[config.mk]
export PLATFORM = sky130hd
export DESIGN_NAME = key_click_event_detector
export DESIGN_NICKNAME = d
export VERILOG_FILES = /design/src/design/kced_pkg.sv /design/src/design/key_click_event_detector.sv
export SDC_FILE = /design/constraint.sdc
export NUM_CORES = 1
export LEC_CHECK = 0
export BUFFER_PORTS_ARGS = -buffer_cell sky130_fd_sc_hd__buf_2
export CAP_MARGIN = 20
export CELL_PAD_IN_SITES_DETAIL_PLACEMENT = 2
export CELL_PAD_IN_SITES_GLOBAL_PLACEMENT = 2
export CORE_MARGIN = 4
export CORE_UTILIZATION = 39
export DETAILED_ROUTE_END_ITERATION = 8
export GPL_ROUTABILITY_DRIVEN = 0
export HOLD_SLACK_MARGIN = 0.02
export PLACE_DENSITY_LB_ADDON = 0.1
export SYNTH_ARGS = -nofsm -noshare
export SYNTH_HDL_FRONTEND = slang
export SYNTH_SLANG_ARGS = --single-unit
[constraint.sdc]
create_clock -name i_clk -period 4.61 [get_ports i_clk]
set_clock_uncertainty 0.2 [all_clocks]
set_input_delay 0.2305 -clock i_clk [delete_from_list [all_inputs] [get_ports i_clk]]
set_output_delay 0.2305 -clock i_clk [all_outputs]
set_load 0.05 [all_outputs]
[src/design/kced_pkg.sv]
// Package for the key click event detector: item types, flag bits,
// click machine codes, register indexes and reset values.
// No dependencies.
package kced_pkg;

    // Number of keys, one per bit of the key level field.
    localparam int NUM_KEYS = 4;

    localparam int LEVEL_W = 4;
    localparam int INDEX_W = 2;
    localparam int FLAG_W = 7;
    localparam int TIMER_W = 16;
    localparam int DIV_W = 8;
    localparam int CLICK_W = 3;
    localparam int CFG_IDX_W = 3;
    localparam int CFG_DATA_W = 16;

    // Event flag bits.
    localparam logic [FLAG_W-1:0] FLG_HOLD   = 7'h01;
    localparam logic [FLAG_W-1:0] FLG_DOWN   = 7'h02;
    localparam logic [FLAG_W-1:0] FLG_UP     = 7'h04;
    localparam logic [FLAG_W-1:0] FLG_SINGLE = 7'h08;
    localparam logic [FLAG_W-1:0] FLG_DOUBLE = 7'h10;
    localparam logic [FLAG_W-1:0] FLG_LONG   = 7'h20;
    localparam logic [FLAG_W-1:0] FLG_REPEAT = 7'h40;

    // Click machine states.
    localparam logic [CLICK_W-1:0] ST_IDLE    = 3'd0;
    localparam logic [CLICK_W-1:0] ST_PRESSED = 3'd1;
    localparam logic [CLICK_W-1:0] ST_WAIT    = 3'd2;
    localparam logic [CLICK_W-1:0] ST_SECOND  = 3'd3;
    localparam logic [CLICK_W-1:0] ST_REPEAT  = 3'd4;

    // Item functions.
    localparam logic FUNC_TICK  = 1'b0;
    localparam logic FUNC_CHECK = 1'b1;

    // Configuration register indexes.
    localparam logic [CFG_IDX_W-1:0] CFG_SCAN_DIV    = 3'd0;
    localparam logic [CFG_IDX_W-1:0] CFG_LONG_TICKS  = 3'd1;
    localparam logic [CFG_IDX_W-1:0] CFG_DOUBLE_WIN  = 3'd2;
    localparam logic [CFG_IDX_W-1:0] CFG_REPEAT      = 3'd3;
    localparam logic [CFG_IDX_W-1:0] CFG_ACTIVE_LOW  = 3'd4;

    // Register values after reset.
    localparam logic [DIV_W-1:0]   RST_SCAN_DIV   = 8'd20;
    localparam logic [TIMER_W-1:0] RST_LONG_TICKS = 16'd2000;
    localparam logic [TIMER_W-1:0] RST_DOUBLE_WIN = 16'd200;
    localparam logic [TIMER_W-1:0] RST_REPEAT     = 16'd100;
    localparam logic [LEVEL_W-1:0] RST_ACTIVE_LOW = 4'd3;

    typedef struct packed {
        logic               func;
        logic [LEVEL_W-1:0] key_levels;
        logic [INDEX_W-1:0] key_index;
        logic [FLAG_W-1:0]  flag_mask;
    } t_in_item;

    typedef struct packed {
        logic              check_hit;
        logic [FLAG_W-1:0] key_flags;
    } t_out_item;

endpackage

[src/design/key_click_event_detector.sv]
// Key click event detector: per-key debounce sampling, click machines
// and event flags. Depends on kced_pkg.
//
// Usage: each input item is either a tick (func 0) carrying the raw key
// levels, or a check (func 1) that tests and clears the flags of one key.
// Every item yields exactly one result item: a hit bit and the flags of
// the key named by key_index after the item.
// Channels: input i_in_valid / o_in_stall / i_in_item, output
// o_out_valid / i_out_stall / o_out_item, and a configuration write
// channel i_cfg_valid / o_cfg_ready / i_cfg_index / i_cfg_data that is
// always ready. Write configuration only while the block is idle.
// Path: an accepted item lands in the input register, and its result is
// loaded into the output register when the item advances, which waits
// while the output register is full and the receiver stalls.
// Throughput: one item per cycle while the receiver does not stall, set by
// the single pass of per-key logic between the input and output registers.
// Reset: synchronous, active low; clears all key state, the tick counter
// and both valid bits, and restores the register defaults.
// Stall: while the receiver stalls, the result holds; one more item may
// wait in the input register, after which o_in_stall is raised.
module key_click_event_detector (
    input  logic                                i_clk,
    input  logic                                i_rst_n,
    input  logic                                i_in_valid,
    output logic                                o_in_stall,
    input  kced_pkg::t_in_item                  i_in_item,
    output logic                                o_out_valid,
    input  logic                                i_out_stall,
    output kced_pkg::t_out_item                 o_out_item,
    input  logic                                i_cfg_valid,
    output logic                                o_cfg_ready,
    input  logic [kced_pkg::CFG_IDX_W-1:0]      i_cfg_index,
    input  logic [kced_pkg::CFG_DATA_W-1:0]     i_cfg_data
);

    // Configuration registers.
    logic [kced_pkg::DIV_W-1:0]   r_scan_div;
    logic [kced_pkg::TIMER_W-1:0] r_long_ticks;
    logic [kced_pkg::TIMER_W-1:0] r_double_win;
    logic [kced_pkg::TIMER_W-1:0] r_repeat;
    logic [kced_pkg::LEVEL_W-1:0] r_active_low;

    // Pipeline registers.
    logic                 r_in_valid;
    kced_pkg::t_in_item   r_in;
    logic                 r_out_valid;
    kced_pkg::t_out_item  r_out;

    // Key state.
    logic [kced_pkg::DIV_W-1:0]   r_tick_count;
    logic [kced_pkg::NUM_KEYS-1:0] r_pressed_now;
    logic [kced_pkg::NUM_KEYS-1:0] r_pressed_before;
    logic [kced_pkg::CLICK_W-1:0] r_click [kced_pkg::NUM_KEYS];
    logic [kced_pkg::TIMER_W-1:0] r_timer [kced_pkg::NUM_KEYS];
    logic [kced_pkg::FLAG_W-1:0]  r_flags [kced_pkg::NUM_KEYS];

    logic [kced_pkg::DIV_W-1:0]   n_tick_count;
    logic [kced_pkg::NUM_KEYS-1:0] n_pressed_now;
    logic [kced_pkg::NUM_KEYS-1:0] n_pressed_before;
    logic [kced_pkg::CLICK_W-1:0] n_click [kced_pkg::NUM_KEYS];
    logic [kced_pkg::TIMER_W-1:0] n_timer [kced_pkg::NUM_KEYS];
    logic [kced_pkg::FLAG_W-1:0]  n_flags [kced_pkg::NUM_KEYS];
    kced_pkg::t_out_item          n_out;

    logic advance;
    logic in_accept;
    logic is_tick;
    logic do_sample;
    logic idx_ok;
    logic [kced_pkg::DIV_W-1:0]    tick_inc;
    logic [kced_pkg::NUM_KEYS-1:0] key_active;

    // Handshake: the input register moves on when the output register is
    // free or being emptied in this cycle.
    assign advance     = r_in_valid && (!r_out_valid || !i_out_stall);
    assign o_in_stall  = r_in_valid && !advance;
    assign in_accept   = i_in_valid && !o_in_stall;
    assign o_out_valid = r_out_valid;
    assign o_out_item  = r_out;
    assign o_cfg_ready = 1'b1;

    // Tick counter and sampling decision.
    assign is_tick   = (r_in.func == kced_pkg::FUNC_TICK);
    assign tick_inc  = r_tick_count + kced_pkg::DIV_W'(1);
    assign do_sample = is_tick && (tick_inc >= r_scan_div);
    assign idx_ok    = (32'(r_in.key_index) < kced_pkg::NUM_KEYS);

    // Pressed level of each key after polarity correction.
    assign key_active = r_in.key_levels ^ r_active_low;

    // Per-key timer, edge flags and click machine for the item in the
    // input register.
    always_comb begin
        logic cur;
        logic [kced_pkg::TIMER_W-1:0] t;
        logic [kced_pkg::FLAG_W-1:0] f;

        n_tick_count     = r_tick_count;
        n_pressed_now    = r_pressed_now;
        n_pressed_before = r_pressed_before;
        n_out            = '0;
        if (is_tick) begin
            n_tick_count = do_sample ? '0 : tick_inc;
        end

        for (int k = 0; k < kced_pkg::NUM_KEYS; k++) begin
            cur = key_active[k];
            t   = r_timer[k];
            f   = r_flags[k];
            n_click[k] = r_click[k];

            if (is_tick) begin
                if (t != '0) begin
                    t = t - kced_pkg::TIMER_W'(1);
                end
                if (do_sample) begin
                    n_pressed_before[k] = r_pressed_now[k];
                    n_pressed_now[k]    = cur;
                    if (cur) begin
                        f = f | kced_pkg::FLG_HOLD;
                    end else begin
                        f = f & ~kced_pkg::FLG_HOLD;
                    end
                    if (cur && !r_pressed_now[k]) begin
                        f = f | kced_pkg::FLG_DOWN;
                    end
                    if (!cur && r_pressed_now[k]) begin
                        f = f | kced_pkg::FLG_UP;
                    end

                    unique case (r_click[k])
                        kced_pkg::ST_IDLE: begin
                            if (cur) begin
                                t = r_long_ticks;
                                n_click[k] = kced_pkg::ST_PRESSED;
                            end
                        end
                        kced_pkg::ST_PRESSED: begin
                            if (!cur) begin
                                t = r_double_win;
                                n_click[k] = kced_pkg::ST_WAIT;
                            end else if (t == '0) begin
                                t = r_repeat;
                                f = f | kced_pkg::FLG_LONG;
                                n_click[k] = kced_pkg::ST_REPEAT;
                            end
                        end
                        kced_pkg::ST_WAIT: begin
                            if (cur) begin
                                f = f | kced_pkg::FLG_DOUBLE;
                                n_click[k] = kced_pkg::ST_SECOND;
                            end else if (t == '0) begin
                                f = f | kced_pkg::FLG_SINGLE;
                                n_click[k] = kced_pkg::ST_IDLE;
                            end
                        end
                        kced_pkg::ST_SECOND: begin
                            if (!cur) begin
                                n_click[k] = kced_pkg::ST_IDLE;
                            end
                        end
                        kced_pkg::ST_REPEAT: begin
                            if (!cur) begin
                                n_click[k] = kced_pkg::ST_IDLE;
                            end else if (t == '0) begin
                                t = r_repeat;
                                f = f | kced_pkg::FLG_REPEAT;
                            end
                        end
                        default: begin
                        end
                    endcase
                end
            end else if (idx_ok && (32'(r_in.key_index) == k)) begin
                // Check item: report a hit and clear the tested flags,
                // except when only hold is tested.
                if ((f & r_in.flag_mask) != '0) begin
                    n_out.check_hit = 1'b1;
                    if (r_in.flag_mask != kced_pkg::FLG_HOLD) begin
                        f = f & ~r_in.flag_mask;
                    end
                end
            end

            n_timer[k] = t;
            n_flags[k] = f;
        end

        n_out.key_flags = idx_ok ? n_flags[r_in.key_index] : '0;
    end

    // Configuration writes.
    always_ff @(posedge i_clk) begin
        if (!i_rst_n) begin
            r_scan_div   <= kced_pkg::RST_SCAN_DIV;
            r_long_ticks <= kced_pkg::RST_LONG_TICKS;
            r_double_win <= kced_pkg::RST_DOUBLE_WIN;
            r_repeat     <= kced_pkg::RST_REPEAT;
            r_active_low <= kced_pkg::RST_ACTIVE_LOW;
        end else if (i_cfg_valid && o_cfg_ready) begin
            unique case (i_cfg_index)
                kced_pkg::CFG_SCAN_DIV:   r_scan_div   <= i_cfg_data[kced_pkg::DIV_W-1:0];
                kced_pkg::CFG_LONG_TICKS: r_long_ticks <= i_cfg_data;
                kced_pkg::CFG_DOUBLE_WIN: r_double_win <= i_cfg_data;
                kced_pkg::CFG_REPEAT:     r_repeat     <= i_cfg_data;
                kced_pkg::CFG_ACTIVE_LOW: r_active_low <= i_cfg_data[kced_pkg::LEVEL_W-1:0];
                default: begin
                end
            endcase
        end
    end

    // Input register and its valid bit.
    always_ff @(posedge i_clk) begin
        if (!i_rst_n) begin
            r_in_valid <= 1'b0;
        end else if (in_accept) begin
            r_in_valid <= 1'b1;
        end else if (advance) begin
            r_in_valid <= 1'b0;
        end
    end

    always_ff @(posedge i_clk) begin
        if (in_accept) begin
            r_in <= i_in_item;
        end
    end

    // Output register: loaded when an item passes, freed when taken.
    always_ff @(posedge i_clk) begin
        if (!i_rst_n) begin
            r_out_valid <= 1'b0;
        end else if (advance) begin
            r_out_valid <= 1'b1;
        end else if (!i_out_stall) begin
            r_out_valid <= 1'b0;
        end
    end

    always_ff @(posedge i_clk) begin
        if (advance) begin
            r_out <= n_out;
        end
    end

    // Key state updates once per item.
    always_ff @(posedge i_clk) begin
        if (!i_rst_n) begin
            r_tick_count     <= '0;
            r_pressed_now    <= '0;
            r_pressed_before <= '0;
            for (int k = 0; k < kced_pkg::NUM_KEYS; k++) begin
                r_click[k] <= kced_pkg::ST_IDLE;
                r_timer[k] <= '0;
                r_flags[k] <= '0;
            end
        end else if (advance) begin
            r_tick_count     <= n_tick_count;
            r_pressed_now    <= n_pressed_now;
            r_pressed_before <= n_pressed_before;
            for (int k = 0; k < kced_pkg::NUM_KEYS; k++) begin
                r_click[k] <= n_click[k];
                r_timer[k] <= n_timer[k];
                r_flags[k] <= n_flags[k];
            end
        end
    end

`ifndef SYNTH
    // An accepted item is held in the input register at the next edge.
    a_accept_lands: assert property (@(posedge i_clk) disable iff (!i_rst_n)
        in_accept |=> r_in_valid)
        else $error("accepted item not captured in input register");

    // A result appears only after an item left the input register.
    a_result_source: assert property (@(posedge i_clk) disable iff (!i_rst_n)
        $rose(r_out_valid) |-> $past(r_in_valid))
        else $error("result without a source item");

    // The click machine agrees with the sampled key level.
    for (genvar g = 0; g < kced_pkg::NUM_KEYS; g++) begin : g_chk
        a_click_pressed: assert property (@(posedge i_clk) disable iff (!i_rst_n)
            (r_click[g] == kced_pkg::ST_PRESSED || r_click[g] == kced_pkg::ST_SECOND ||
             r_click[g] == kced_pkg::ST_REPEAT) |-> r_pressed_now[g])
            else $error("click machine holds a press on a released key");

        a_click_wait: assert property (@(posedge i_clk) disable iff (!i_rst_n)
            (r_click[g] == kced_pkg::ST_WAIT) |-> !r_pressed_now[g])
            else $error("click machine waits while key is pressed");
    end
`endif

endmodule

==> summary.md <==
| Metric | Value |
|---|---|
| Number of warnings printed during yosys synthesis | 0 |
| Startpoint type of the worst setup path | register |
| Count of fill cells added during filler insertion | approximately 4.1k |
| Unrepaired setup endpoints after global routing | false |
| Area enclosed by the die boundary | 0.0401 sq mm |
| Number of sinks driven by the clock tree | 200 |
| Initial Utilization | 0.394 |
| Post-synthesis instance area | 0.0144 sq mm |
| P per Cell Area | about 290 mW/mm^2 |
| Summed negative setup slack over all endpoints | 0 ns |
| Compound-cell area share of the yosys netlist | 0.274 |
| Max-slew headroom at the worst pin | 0.263 |
| Antenna violations before repair | 2 |
| Instance count of the mapped netlist | 1809 |
| Setup violations, final | 0 |
| Root buffer selected by CTS | sky130_fd_sc_hd__clkbuf_16 |
| Number of global-route vias before repair | between 15k and 20k |
| Drt drc | 0 |
| Power share of the sequential group | 0.469 |
| Number of post-CTS setup repair buffers | 0 |
| Sequential cell area fraction in the yosys report | 0.366 |
| CTS tree | yes |
| Run status | finished clean |
| Wire length of the first global-routing pass | 103000 um |
| Maximum fanout count along the critical path | 12 |
| Wire per inst | about 30 um |
| Share of final-layout standard cells stronger than drive strength 1 | 0.109 |
| Portion of total power attributed to the clock network | 0.352 |
| Synth area leaders | sky130_fd_sc_hd__edfxtp_1, sky130_fd_sc_hd__dfxtp_1, sky130_fd_sc_hd__a21oi_1, sky130_fd_sc_hd__nand2_1, sky130_fd_sc_hd__o21ai_0 |
| Final critical-path required period | between 4 and 5 ns |
| Slowest stage delay, CP | 0.67 ns |
| Maximum number of pins on one net before global-route repair | between 70 and 80 |
| Most used flip-flop cell after synthesis | sky130_fd_sc_hd__edfxtp_1 |
| Simple-Gate Fraction of Synth Area | 0.246 |
| Type of destination of the critical path | register |
| Buffers added on ports | between 40 and 50 |
| Largest family of logic cells by synthesized area | compound AO/OA/AOI/OAI gates |
| Post-detailed-route via-to-cell ratio | just under 7 |
| # rows | 70 |
| Category of the most critical setup path | reg -> reg |
| Worst-path cell chain | nor4_1 -> nand3b_1 -> or4_1 -> xnor2_1 -> or4_1 -> a211oi_1 -> a2111oi_0 -> a211oi_1 |
| Critical Path RT | 4.59 ns |
| Overflow after GRT | 0 |
| Worst VDD drop | approximately 0.26 mV |
| Final number of hold-violating endpoints | 0 |
| Timing-limited maximum frequency | between 200 and 250 MHz |
| First DRT Iteration DRCs | ~1.4k |
| Number of nets in the finished design | approximately 1.9k |
| HP Class | in -> reg |
| Transition time of the tightest slew-check pin | 1.10 ns |
| Count of flip-flops with a built-in enable after synthesis | 126 |
| Die height | around 200 um |
| Mux cell area share after synthesis | 0.0222 |
| Placed wire-length estimate | ~47000 um |
| Proportion of register bits with asynchronous set or reset after synthesis | 0 |
| Post-Syn Nets | 1863 |
| Switching pwr | 1.51 mW |
| Clock latency reported for the late side of the worst-skew pair | between 0.4 and 0.5 ns |
| Max-slew violation count | 0 |
| Slowest-stage cell, CP | sky130_fd_sc_hd__or4_1 |
| Cell type with the largest total area after synthesis | sky130_fd_sc_hd__edfxtp_1 |
| Most instantiated library cell after synthesis | sky130_fd_sc_hd__nand2_1 |
| Number of buffers created by CTS | 17 |
| Total Wirelength | between 60000 and 70000 um |
| Die X-Extent | between 200 and 250 um |
| Number of detailed-route iterations in the first pass | 6 |
| CORE AREA | 0.0365 sq mm |
| Switching share of power | 0.329 |
| Distinct cell type count after synthesis | 85 |
| Synthesis-to-layout area growth | 11.8% |
| Clk slew on worst S/H paths | ~0.080 ns |
| Sequential standard cell area | ~0.0053 sq mm |
| CTS H-tree lvls | 4 |
| Power after layout | about 4.6 mW |
| Static Leak | 5.56 nW |
| Combinational share of power | 0.179 |
| Detailed-route via count | 15.4k |
| Synth top area share | 0.263 |
| Area share of fa/ha/maj cells after synthesis | 0.0139 |
| Residual antenna-violating net count after detailed routing | 0 |
| Global router's overall resource usage | 0.330 |
| Cell types with the highest counts after synthesis | sky130_fd_sc_hd__nand2_1, sky130_fd_sc_hd__a21oi_1, sky130_fd_sc_hd__nor2_1, sky130_fd_sc_hd__o21ai_0, sky130_fd_sc_hd__clkbuf_1 |
| Multi-input combinational cell area | roughly 0.0086 sq mm |
| Internal power component | between 3 and 4 mW |
| Number of primary I/O pins | 49 |
| Share of the cycle needed by the critical path after routing | 0.947 |
| Register bit count reported by yosys | 200 |
| CTS max path bufs | 2 |
| Critical path arrival | 4.35 ns |
| Syn Area/Cell | roughly 8.0 sq um |
| Synth Area in XOR/XNOR | 0.0298 |
| Max-cap violation count | 0 |
## routing by layer
| layer | track usage | wire length [um] | vias up |
|---|---|---|---|
| met5 | 0 | 0 | - |
| met4 | 0.160 | 3590 | 0 |
| met3 | 0.0549 | 4450 | 163 |
| met2 | 0.552 | 32400 | 611 |
| met1 | 0.418 | 27900 | 7925 |
| li1 | - | - | 6736 |
## cell usage in the layout (no fill, tap or decap), types with 10 or more instances in the layout
cell type,n
sky130_fd_sc_hd__a211oi_1,27
sky130_fd_sc_hd__a21boi_0,46
sky130_fd_sc_hd__a21oi_1,192
sky130_fd_sc_hd__a221oi_1,15
sky130_fd_sc_hd__a22oi_1,10
sky130_fd_sc_hd__a31oi_1,24
sky130_fd_sc_hd__a32o_1,14
sky130_fd_sc_hd__a32oi_1,10
sky130_fd_sc_hd__and2_1,30
sky130_fd_sc_hd__and3_1,13
sky130_fd_sc_hd__buf_2,47
sky130_fd_sc_hd__buf_4,51
sky130_fd_sc_hd__clkbuf_16,19
sky130_fd_sc_hd__dfxtp_1,74
sky130_fd_sc_hd__dlygate4sd3_1,34
sky130_fd_sc_hd__edfxtp_1,126
sky130_fd_sc_hd__ha_1,16
sky130_fd_sc_hd__inv_1,28
sky130_fd_sc_hd__mux2i_1,15
sky130_fd_sc_hd__nand2_1,238
sky130_fd_sc_hd__nand3_1,51
sky130_fd_sc_hd__nand4_1,22
sky130_fd_sc_hd__nor2_1,162
sky130_fd_sc_hd__nor2b_1,12
sky130_fd_sc_hd__nor3_1,49
sky130_fd_sc_hd__nor4_1,17
sky130_fd_sc_hd__o211ai_1,18
sky130_fd_sc_hd__o21ai_0,162
sky130_fd_sc_hd__o31ai_1,14
sky130_fd_sc_hd__or2_2,13
sky130_fd_sc_hd__or3_1,29
sky130_fd_sc_hd__or4_1,15
sky130_fd_sc_hd__xnor2_1,19
sky130_fd_sc_hd__xor2_1,23
## cells by family after synthesis
logic type	after synthesis
other cells	1
flops	200
mux	26
buf+inv	176
simple gates	715
fa+ha+maj	16
xor+xnor	49
compound gates	626
## critical path, delay by kind of cell (launching register included)
kind / cells / cell delay [ns]
AO/OA/AOI/OAI: 3 / 0.89
XOR/XNOR: 1 / 0.53
AND/OR/NAND/NOR: 4 / 1.94
flip-flops: 1 / 0.51
## sequential cells by signal, indices dropped and copies added (netlist names), 4 cells and up
signal	flops
r_active_low	4
r_timer	64
r_repeat	16
r_long_ticks	16
r_in	14
r_scan_div	8
r_click	12
r_tick_count	8
o_out_item	8
r_pressed_now	4
r_double_win	16
r_flags	28
## final timing paths
kind                               startpoint                            to  slack, ns  cells after the start
setup / recovery  r_timer[0][2]$_SDFFCE_PN0P_   r_timer[0][1]$_SDFFCE_PN0P_       0.25                      8
hold / removal                 i_cfg_index[2]  r_active_low[0]$_SDFFE_PN1P_       0.16                      4
setup reg to reg  r_timer[0][2]$_SDFFCE_PN0P_   r_timer[0][1]$_SDFFCE_PN0P_       0.25                      8
hold reg to reg    r_scan_div[1]$_SDFFE_PN0P_    r_scan_div[1]$_SDFFE_PN0P_       0.27                      2
## power groups by stage
stage / Combinational, mW / Sequential, mW / Clock (mW)
6_report: 0.824 / 2.15 / 1.62
5_1_grt: 0.897 / 2.16 / 1.71
4_1_cts: 0.806 / 2.14 / 1.62
3_5_place_dp: 0.775 / 2.18 / 0
3_3_place_gp: 0.742 / 2.18 / 0
2_1_floorplan: 0.534 / 2.10 / 0
## area by class of cell
cell class	count	area share
diodes	1	0.000155
clock buffers	22	0.0317
clock inverters	10	0.00622
inverters	29	0.00676
multi-input cells	1433	0.531
flip-flops and latches	200	0.327
well taps	468	0.0364
repair buffers	133	0.0605
## what timing repair did
action	CTS	global route
endpoints found under the setup margin	0	4
hold buffers	34	0
endpoints found under the hold margin	78	0
resized for setup	0	5
## stage by stage
stage	instances	area [sq um]	setup slack (ns)	utilization	hold WS (ns)
after floorplan	1809	14400	0.951	-	0.129
after global placement	2228	15100	0.449	0.414	0.208
after detailed placement	2229	15100	0.310	0.414	0.209
after CTS	2295	16100	0.282	0.440	0.112
after global routing	2295	16100	0.0338	0.441	0.195
final	2296	16100	0.246	0.441	0.164
(Power assumes the default switching activity.)
